### config.mk
export PLATFORM = sky130hd
export DESIGN_NAME = button_debounce_click_longpress_top
export DESIGN_NICKNAME = d
export VERILOG_FILES = /design/src/design/bdcl_pkg.sv /design/src/design/button_debounce_click_longpress_top.sv
export SDC_FILE = /design/constraint.sdc
export NUM_CORES = 1
export LEC_CHECK = 0
export CAP_MARGIN = 20
export CORE_UTILIZATION = 30
export CTS_BUF_LIST = sky130_fd_sc_hd__clkbuf_4
export DETAILED_ROUTE_END_ITERATION = 6
export DONT_BUFFER_PORTS = 1
export PLACE_DENSITY = 0.5
export SLEW_MARGIN = 20
export SYNTH_ARGS = -nofsm -noshare
export SYNTH_HDL_FRONTEND = slang
export SYNTH_SLANG_ARGS = --single-unit
### constraint.sdc
create_clock -name clk -period 23.7 [get_ports clk]
set_clock_uncertainty 0.05 [all_clocks]
set_input_delay 4.74 -clock clk [delete_from_list [all_inputs] [get_ports clk]]
set_output_delay 4.74 -clock clk [all_outputs]
set_load 0.01 [all_outputs]
### src/design/bdcl_pkg.sv
// Package: register map, reset values and result record for the button debouncer.
package bdcl_pkg;

	localparam int unsigned TS_W    = 32;
	localparam int unsigned CFG_W   = 16;
	localparam int unsigned LPC_W   = 16;
	localparam int unsigned CLK_W   = 8;
	localparam int unsigned PADDR_W = 4;

	localparam logic [CFG_W-1:0] DEF_SETTLE = 16'd10;
	localparam logic [CFG_W-1:0] DEF_LONG   = 16'd1000;
	localparam logic [CFG_W-1:0] DEF_CLICK  = 16'd200;
	localparam logic [CFG_W-1:0] DEF_REPEAT = 16'd100;

	localparam logic [CLK_W-1:0] CLICK_MAX  = '1;
	localparam logic [LPC_W-1:0] REPEAT_MAX = '1;

	typedef enum logic [1:0] {
		REG_SETTLE = 2'd0,
		REG_LONG   = 2'd1,
		REG_CLICK  = 2'd2,
		REG_REPEAT = 2'd3
	} cfg_idx_t;

	typedef struct packed {
		logic             level;
		logic             press_event;
		logic             release_event;
		logic             long_press_event;
		logic [LPC_W-1:0] long_press_count;
		logic             click_event;
		logic [CLK_W-1:0] click_count;
	} res_t;

	// Zero in the long, click or repeat register stands for its reset default
	function automatic logic [CFG_W-1:0] eff_val(input logic [CFG_W-1:0] v,
			input logic [CFG_W-1:0] dflt);
		return (v == '0) ? dflt : v;
	endfunction

endpackage

### src/design/button_debounce_click_longpress_top.sv
// Top level: button debouncer with click series and long-press detection.
//
//  channel  | handshake            | payload
//  ---------+----------------------+----------------------------------------------
//  in       | in_valid / in_ready  | pressed_raw, now
//  out      | out_valid/out_ready  | level, press/release/long_press/click events,
//           |                      | long_press_count, click_count
//  cfg      | APB psel/penable     | paddr[3:2] selects register, pwdata[15:0]
//
// One request per cycle sustained while out_ready keeps the output register free;
// an accepted request passes the _s1 input register, then the result register.
// The poll sits in the _s1 input register; one pass of subtract-and-compare logic
// against the state registers forms the result and the next state together.
// arst_n clears state, valid flags and loads the configuration defaults.
// A stalled output holds its result; the input register still drains into the
// output register in the same cycle the held result is taken.
module button_debounce_click_longpress_top
	import bdcl_pkg::*;
(
	input  logic               clk,
	input  logic               arst_n,
	// poll channel
	input  logic               in_valid,
	output logic               in_ready,
	input  logic               pressed_raw,
	input  logic [TS_W-1:0]    now,
	// result channel
	output logic               out_valid,
	input  logic               out_ready,
	output logic               level,
	output logic               press_event,
	output logic               release_event,
	output logic               long_press_event,
	output logic [LPC_W-1:0]   long_press_count,
	output logic               click_event,
	output logic [CLK_W-1:0]   click_count,
	// configuration
	input  logic               psel,
	input  logic               penable,
	input  logic               pwrite,
	input  logic [PADDR_W-1:0] paddr,
	input  logic [31:0]        pwdata,
	output logic [31:0]        prdata,
	output logic               pready
);

	// ---------------- configuration registers ----------------
	logic [CFG_W-1:0] settle_q, long_q, click_q, repeat_q;
	logic             cfg_wr;
	cfg_idx_t         cfg_idx;

	assign pready  = 1'b1;
	assign cfg_wr  = psel && penable && pwrite;
	assign cfg_idx = cfg_idx_t'(paddr[3:2]);

	always_ff @(posedge clk or negedge arst_n) begin
		if (!arst_n) begin
			settle_q <= DEF_SETTLE;
			long_q   <= DEF_LONG;
			click_q  <= DEF_CLICK;
			repeat_q <= DEF_REPEAT;
		end else if (cfg_wr) begin
			case (cfg_idx)
				REG_SETTLE: settle_q <= pwdata[CFG_W-1:0];
				REG_LONG:   long_q   <= pwdata[CFG_W-1:0];
				REG_CLICK:  click_q  <= pwdata[CFG_W-1:0];
				REG_REPEAT: repeat_q <= pwdata[CFG_W-1:0];
				default: ;
			endcase
		end
	end

	always_comb begin
		case (cfg_idx)
			REG_SETTLE: prdata = {16'd0, settle_q};
			REG_LONG:   prdata = {16'd0, long_q};
			REG_CLICK:  prdata = {16'd0, click_q};
			REG_REPEAT: prdata = {16'd0, repeat_q};
			default:    prdata = '0;
		endcase
	end

	// Effective thresholds, widened to timestamp width for the compares
	logic [TS_W-1:0] settle_w, thr_w, civ_w, riv_w;
	assign settle_w = {16'd0, settle_q};
	assign thr_w    = {16'd0, eff_val(long_q, DEF_LONG)};
	assign civ_w    = {16'd0, eff_val(click_q, DEF_CLICK)};
	assign riv_w    = {16'd0, eff_val(repeat_q, DEF_REPEAT)};

	// ---------------- input register and flow control ----------------
	logic            valid_s1;
	logic            raw_s1;
	logic [TS_W-1:0] now_s1;
	logic            out_valid_q;
	logic            adv;

	// Advance the held poll whenever the output register is free or being emptied
	assign adv      = valid_s1 && (!out_valid_q || out_ready);
	assign in_ready = !valid_s1 || adv;

	always_ff @(posedge clk or negedge arst_n) begin
		if (!arst_n) begin
			valid_s1 <= 1'b0;
		end else if (in_ready) begin
			valid_s1 <= in_valid;
		end
	end

	always_ff @(posedge clk) begin
		if (in_ready && in_valid) begin
			raw_s1 <= pressed_raw;
			now_s1 <= now;
		end
	end

	// ---------------- debounce state ----------------
	logic             stable_q, pend_q, seen_q;
	logic [TS_W-1:0]  pend_start_q, press_time_q, release_time_q, rep_time_q;
	logic [LPC_W-1:0] rep_cnt_q;
	logic [CLK_W-1:0] clicks_q;

	logic             stable_n, pend_n, seen_n;
	logic [TS_W-1:0]  pend_start_n, press_time_n, release_time_n, rep_time_n;
	logic [LPC_W-1:0] rep_cnt_n;
	logic [CLK_W-1:0] clicks_n;
	logic [TS_W-1:0]  d_pend, d_press_old, d_hold, d_rep, d_rel;
	res_t             res;

	assign d_pend      = now_s1 - pend_start_q;
	assign d_press_old = now_s1 - press_time_q;
	assign d_rep       = now_s1 - rep_time_q;

	always_comb begin
		stable_n       = stable_q;
		pend_n         = pend_q;
		seen_n         = seen_q;
		pend_start_n   = pend_start_q;
		press_time_n   = press_time_q;
		release_time_n = release_time_q;
		rep_time_n     = rep_time_q;
		rep_cnt_n      = rep_cnt_q;
		clicks_n       = clicks_q;
		res            = '0;

		// Settle wait: confirm or drop a pending level change
		if (pend_q) begin
			if (d_pend >= settle_w) begin
				if (raw_s1 != stable_q) begin
					if (raw_s1) begin
						press_time_n      = now_s1;
						seen_n            = 1'b1;
						res.press_event   = 1'b1;
					end else begin
						release_time_n    = now_s1;
						res.release_event = 1'b1;
						rep_cnt_n         = '0;
						// short hold counts as a click, long one ends the series
						if (d_press_old < thr_w) begin
							if (clicks_q != CLICK_MAX) begin
								clicks_n = clicks_q + 1'b1;
							end
						end else begin
							clicks_n = '0;
						end
					end
				end
				stable_n = raw_s1;
				pend_n   = 1'b0;
			end
		end else if (raw_s1 != stable_q) begin
			pend_start_n = now_s1;
			pend_n       = 1'b1;
		end

		// A press confirmed in this poll leaves zero hold time; likewise a release
		d_hold = now_s1 - press_time_n;
		d_rel  = now_s1 - release_time_n;

		// Long press start and repeats while held
		if (stable_n) begin
			if (rep_cnt_n == '0) begin
				if (seen_n && (d_hold > thr_w)) begin
					rep_cnt_n            = 16'd1;
					rep_time_n           = now_s1;
					res.long_press_event = 1'b1;
					res.long_press_count = 16'd1;
				end
			end else if (d_rep > riv_w) begin
				rep_time_n = now_s1;
				if (rep_cnt_n != REPEAT_MAX) begin
					rep_cnt_n = rep_cnt_n + 1'b1;
				end
				res.long_press_event = 1'b1;
				res.long_press_count = rep_cnt_n;
			end
		end

		// Report the click series once released long enough
		if ((clicks_n != '0) && !stable_n && (d_rel > civ_w)) begin
			res.click_event = 1'b1;
			res.click_count = clicks_n;
			clicks_n        = '0;
		end

		res.level = stable_n;
	end

	always_ff @(posedge clk or negedge arst_n) begin
		if (!arst_n) begin
			stable_q       <= 1'b0;
			pend_q         <= 1'b0;
			seen_q         <= 1'b0;
			pend_start_q   <= '0;
			press_time_q   <= '0;
			release_time_q <= '0;
			rep_time_q     <= '0;
			rep_cnt_q      <= '0;
			clicks_q       <= '0;
		end else if (adv) begin
			stable_q       <= stable_n;
			pend_q         <= pend_n;
			seen_q         <= seen_n;
			pend_start_q   <= pend_start_n;
			press_time_q   <= press_time_n;
			release_time_q <= release_time_n;
			rep_time_q     <= rep_time_n;
			rep_cnt_q      <= rep_cnt_n;
			clicks_q       <= clicks_n;
		end
	end

	// ---------------- result register ----------------
	res_t res_q;

	always_ff @(posedge clk or negedge arst_n) begin
		if (!arst_n) begin
			out_valid_q <= 1'b0;
		end else if (adv) begin
			out_valid_q <= 1'b1;
		end else if (out_ready) begin
			out_valid_q <= 1'b0;
		end
	end

	always_ff @(posedge clk) begin
		if (adv) begin
			res_q <= res;
		end
	end

	assign out_valid        = out_valid_q;
	assign level            = res_q.level;
	assign press_event      = res_q.press_event;
	assign release_event    = res_q.release_event;
	assign long_press_event = res_q.long_press_event;
	assign long_press_count = res_q.long_press_count;
	assign click_event      = res_q.click_event;
	assign click_count      = res_q.click_count;

endmodule

Word level (Yosys, flattened, before mapping)
Cells that the tools add are included.
{"block": "totals", "ramBits": 0, "latch_bits": 0, "wordCells": 119, "output_inout_bits": 64, "in_bits": 76, "ff_bits": 283, "rom_bits": 0, "mem_count": 0}
{"block": "op_classes", "eq_ne": 7, "n_mul": 0, "reduce_logical": 27, "muxes": 48, "n_shift": 0, "bitwise_logic": 1, "magnitude_cmp": 5, "n_addsub": 7, "div_mod_pow": 0}
{"cell": "two-way mux 32 bit", "count": 11}
{"cell": "two-way mux 16 bit", "count": 12}
{"cell": "subtractor 32 bit", "count": 5}
{"cell": "case mux 32 bit (4 select lines)", "count": 1}
{"cell": "> comparator 32 x 16 -> 1 bit", "count": 3}
{"cell": "logical NOT 16 bit", "count": 4}
{"cell": "two-way mux 8 bit", "count": 7}
{"cell": "two-way mux 17 bit", "count": 3}
{"cell": "greater-or-equal comparator 32 x 16 -> 1 bit", "count": 1}
{"cell": "< comparator 32 x 16 -> 1 bit", "count": 1}
{"cell": "adder 16 x 1 -> 16 bit (second input constant)", "count": 1}
{"cell": "inequality test 16 bit (second input constant)", "count": 1}
{"cell": "two-way mux 1 bit", "count": 13}
{"cell": "two-way mux 9 bit", "count": 1}
{"cell": "adder 8 x 1 -> 8 bit (second input constant)", "count": 1}
{"cell": "inequality test 8 bit (second input constant)", "count": 1}
{"cell": "AND reduction 2 bit", "count": 4}
{"cell": "nonzero test 8 bit", "count": 1}
{"cell": "logical AND 1 bit", "count": 7}
{"cell": "AND reduction 3 bit", "count": 2}
{"cell": "equality test 2 bit (second input constant)", "count": 2}
{"cell": "AND reduction 4 bit", "count": 1}
{"cell": "nonzero test 2 bit", "count": 2}
{"cell": "logical NOT 1 bit", "count": 3}
{"cell": "6 further kinds", "count": 7}

Logic depth before layout (Yosys ltp)
{"block": "logic_depth", "ltp_word": 12, "ltp_mapped": 51, "ltp_nobuf": 48}

Worst setup path before layout
No wires, ideal clock.
{"block": "synth_timing", "path_type": "in2out", "from": "input port paddr[3]", "to": "output port prdata[11]", "arrival_time_ps": 6284, "n_path_buf": 2, "t_required_ps": 18910, "slack_ps": 12626, "path_stages": 3, "cell_sequence": "clkbuf_1 > buf_1 > mux4_2"}
{"block": "synth_via", "elab_chain_len": 2, "word_cells_on_any_way": 5, "cone_classes": "eq/ne: 3; mux: 1; reduce/logical: 1"}
{"element": "from (decl)", "line_no": "button_debounce_click_longpress_top.sv:41", "rtl": "input logic [PADDR_W-1:0] paddr,"}
{"element": "equality test 2 bit, or another cell as far along", "line_no": "button_debounce_click_longpress_top.sv:74", "rtl": "case (cfg_idx)"}
{"element": "case mux 32 bit (4 select lines) *", "line_no": "button_debounce_click_longpress_top.sv:74"}
{"element": "to (decl)", "line_no": "button_debounce_click_longpress_top.sv:43", "rtl": "output logic [31:0] prdata,"}
Every way passes the cells marked *; elsewhere a longest branch is shown, timed or not. The select of a mux whose other input is x is not followed.

Worst setup path after layout
{"block": "layout_timing", "from": "register now_s1[1]", "to": "register rep_time_q[0]"}
{"block": "layout_via", "elab_chain_len": 9, "word_cells_on_any_way": 22, "cone_classes": "add/sub: 3; order compare: 3; eq/ne: 1; mux: 11; reduce/logical: 4"}
{"element": "from (decl)", "line_no": "button_debounce_click_longpress_top.sv:93", "rtl": "logic [TS_W-1:0] now_s1;"}
{"element": "from (signal assigned)", "line_no": "button_debounce_click_longpress_top.sv:112", "rtl": "now_s1 <= now;"}
{"element": "subtractor 32 bit or two-way mux 32 bit (tied branches)", "line_no": "button_debounce_click_longpress_top.sv:129, button_debounce_click_longpress_top.sv:149"}
{"element": "greater-or-equal comparator 32 x 16 -> 1 bit or two-way mux 32 bit (tied branches)", "line_no": "button_debounce_click_longpress_top.sv:147, button_debounce_click_longpress_top.sv:148"}
{"element": "two-way mux 32 bit *", "line_no": "button_debounce_click_longpress_top.sv:147", "rtl": "if (d_pend >= settle_w) begin"}
{"element": "two-way mux 32 bit *", "line_no": "button_debounce_click_longpress_top.sv:146", "rtl": "if (pend_q) begin"}
{"element": "net press_time_n[1]", "line_no": "button_debounce_click_longpress_top.sv:123", "rtl": "logic [TS_W-1:0] pend_start_n, press_time_n, release_time_n, rep_time_n;"}
{"element": "subtractor 32 bit *", "line_no": "button_debounce_click_longpress_top.sv:176", "rtl": "d_hold = now_s1 - press_time_n;"}
{"element": "> comparator 32 x 16 -> 1 bit *", "line_no": "button_debounce_click_longpress_top.sv:182", "rtl": "if (seen_n && (d_hold > thr_w)) begin"}
{"element": "logical AND 1 bit *", "line_no": "button_debounce_click_longpress_top.sv:182"}
{"element": "inequality test 2 x 1 -> 1 bit (no line) *"}
{"element": "AND reduction 4 bit (no line) *"}
{"element": "to (signal assigned)", "line_no": "button_debounce_click_longpress_top.sv:226", "rtl": "rep_time_q <= rep_time_n;"}
{"element": "to (decl)", "line_no": "button_debounce_click_longpress_top.sv:118", "rtl": "logic [TS_W-1:0] pend_start_q, press_time_q, release_time_q, rep_time_q;"}
The timed path passes the listed nets; every way through them passes the cells marked *.
A chain may end at the register's enable or synchronous reset.

==> summary.md <==
| Metric | Value |
|---|---|
| Status | finished, final reports clean |
| H-tree levels | 3 |
| Total power | 3.569 mW |
| Io pins | 140 |
| Antenna-violating nets left | 0 |
| Post-CTS Resized | 0 |
| Filler cell count | 8109 |
| Worst Reg-to-Reg Cells | 43 |
| Data arrival, critical path | 13.19 ns |
| Commonest non-fill, non-tap cell in the layout | ha_1 |
| Fin worst setup slack | 11.22 ns |
| Crit Path Category | reg2reg |
| Fin. Hold Viols | 0 |
| Async S/R FF share, synth | 0.7809 |
| Crit path max fanout | 32 |
| Avg Cell Area, Syn | 8.856 sq um |
| Layout cells sized above 1 | 0.1371 |
| DR vias | 20280 |
| Largest net degree at the start of global routing | 222 |
| Maximum clock path buffer count | 3 |
| Dpl cells | 3654 |
| Global-route wire length before repair | 114500 microns |
| 1st-iter DRT viols | 1345 |
| Max Cap Violations | 0 |
| Input/output buffers | 0 |
| Initial Utilization | 0.3039 |
| Tmin final | 12.48 ns |
| Final weighted congestion in routability-driven placement | 0.8964 |
| Inserted Clock Buffers | 82 |
| Postcts setup bufs | 0 |
| WL/cell | 19.44 microns |
| RSZ-0062 raised after global routing | no |
| Tcrit/Tclk final | 0.5267 |
| Critical Path End Type | register |
| Final core occ | 0.3330 |
| Row Count | 102 |
| Synth unique cells | 95 |
| Power per Cell Area | 137.9 mW/mm^2 |
| Worst-Margin Slew | 1.108 ns |
| Congestion Overflow GR | 0 |
| Max-Slew Margin vs Limit | 0.2613 |
| FF-to-FF Start | now_s1[1]$_DFFE_PP_ |
| Slowest cell delay on critical path | 0.74 ns |
| Critical path origin | now_s1[1]$_DFFE_PP_ |
| Setup violations, final | 0 |
| Fin nets | 3013 |
| Synthesized area | 0.02362 sq mm |
| Capture point of the worst path | rep_time_q[0]$_DFFE_PN0P_ |
| Fmax | 0.08011 GHz |
| Setup slack at placement | 11.29 ns |
| Drt drc | 0 |
| Cells after synthesis | 2667 |
| CTS clk-pin slew, worst paths | 0.06 ns |
| Commonest non-fill, non-tap cells in the layout | ha_1 (234), inv_1 (219), nor2_1 (219), a21oi_1 (213), nand2_1 (213) |
| Seq/Total Area, Yosys | 0.3137 |
| Die height | 282.6 microns |
| WP data required | 24.41 ns |
| Worst path slowest cell | edfxtp_1 |
| Wirelength, routed | 73960 microns |
| Layout area overhead | 9.573% |
| Flop2flop setup slack | 11.22 ns |
| Initial antenna violation count | 3 |
| Yosys top cell by area | dfrtp_1 |
| Startpoint types | register |
| Max VDD drop | 0.03839 mV |
| Final Instance Count excl. Fillers | 3805 |
| Flop and latch count out of synthesis | 283 |
| Drt pass-1 iters | 6 |
| Hold Crit Depth | 2 |
| Vias per cell | 5.329 |
| HPWL Detailed | 55020 microns |
| Die ar. | 0.07985 sq mm |
| Die W | 282.6 microns |
| Max-slew violations | 0 |
| Predominant post-synthesis flop cell | dfrtp_1 |
| Static Leak | 11.34 nW |
| CORE AREA | 0.07772 sq mm |
| Clock latency on the worst-skew pair | 0.88 ns |
| Ranking of synthesized cells by area | dfrtp_1 (22%), ha_1 (12%), edfxtp_1 (7.9%) |
| Hold Path Class | reg2reg |
| TritonCTS Sinks | 283 |
| R2R Path End | rep_time_q[0]$_DFFE_PN0P_ |
| Vias in the first global route | 19640 |
| CTS tree | done |
| Clock root cell | clkbuf_4 |
| Gr usage total | 0.1860 |
| Setup TNS after final layout | 0 ns |
| Synth warnings | 0 |
| # hold bufs at CTS | 0 |
| Post-synth EDFFs | 62 |
| Synth top area share | 0.2193 |
==> worst max-delay path, delay by kind of cell, from the launching register on <==
family	cells	cell delay (ns)
AND/OR/NAND/NOR	14	3.39
XOR/XNOR	2	0.45
adder cells (fa/ha/maj)	4	1.55
AO/OA/AOI/OAI	18	4.72
buffers and inverters	3	0.67
multiplexers	2	0.74
flip-flops	1	0.74
==> through the flow <==
step / cell area [sq um] / hold WS (ns)
finish: 25880 / 0.4144
floorplan: 23670 / 0.3732
detailed placement: 24750 / 0.4000
global placement: 24750 / 0.3864
global route: 25880 / 0.4323
CTS: 25880 / 0.4148
==> layer usage <==
metal | global-route usage | vias up | part of all wire
li1 | - | 9813 | -
met4 | 0.06708 | 4 | 0.028
met5 | 0 | - | 0.00034
met1 | 0.2384 | 9808 | 0.45
met2 | 0.3114 | 539 | 0.47
met3 | 0.03279 | 112 | 0.050
==> logic make-up (layout without fill, tap and decap cells) <==
group / Yosys count / after routing / synth area share
xor+xnor: 104 / 104 / 0.03857
fa+ha+maj: 241 / 241 / 0.1291
compound gates: 723 / 723 / 0.1941
simple gates: 782 / 782 / 0.1612
other cells: 2 / 18 / 0.0003180
flops: 283 / 283 / 0.3137
mux: 200 / 200 / 0.1045
buf+inv: 332 / 414 / 0.05854
==> registers in the layout (all words and copies together) (netlist names), 8 cells and up <==
signal            flops
now_s1               32
pend_start_q         32
press_time_q         32
release_time_q       32
rep_time_q           32
click_q              16
long_press_count     16
long_q               16
rep_cnt_q            16
repeat_q             16
settle_q             16
click_count           8
clicks_q              8
==> where the power goes <==
part	switching (mW)	internal (mW)
combinational	1.34	0.953
sequential	0.115	0.659
clock	0.238	0.267
total	1.69	1.88
==> final cells by class <==
type / instances / area (sq um) / area share
Multi-Input combinational cell: 2067 / 14890 / 0.5755
Timing Repair Buffer: 42 / 315.3 / 0.01218
Clock inverter: 23 / 168.9 / 0.006527
Antenna cell: 1 / 2.502 / 0.00009670
Sequential cell: 283 / 7410 / 0.2863
Tap cell: 1040 / 1301 / 0.05028
Inverter: 222 / 833.3 / 0.03220
Clock buffer: 127 / 953.4 / 0.03684
==> cell usage after synthesis, drive strengths merged (26+ instances only) <==
| library cell | count |
|---|---|
| nand2 | 213 |
| xor2 | 34 |
| dfrtp | 207 |
| mux2 | 128 |
| nor2b | 26 |
| a21o | 66 |
| o21ai | 191 |
| clkbuf | 72 |
| edfxtp | 62 |
| buf | 38 |
| nor3 | 42 |
| nand3 | 51 |
| nor2 | 219 |
| and3 | 26 |
| xnor2 | 70 |
| nor4 | 29 |
| a21oi | 215 |
| inv | 222 |
| a31oi | 27 |
| nand4 | 51 |
| mux2i | 56 |
| nand2b | 34 |
| ha | 234 |
==> worst min-delay path by stage <==
stage	start	to
finish	seen_q$_DFFE_PN0P_	seen_q$_DFFE_PN0P_
global route	seen_q$_DFFE_PN0P_	seen_q$_DFFE_PN0P_
CTS	seen_q$_DFFE_PN0P_	seen_q$_DFFE_PN0P_
detailed placement	seen_q$_DFFE_PN0P_	seen_q$_DFFE_PN0P_
global placement	seen_q$_DFFE_PN0P_	seen_q$_DFFE_PN0P_
floorplan	seen_q$_DFFE_PN0P_	seen_q$_DFFE_PN0P_
No activity file was read; power rests on OpenSTA's default activity.
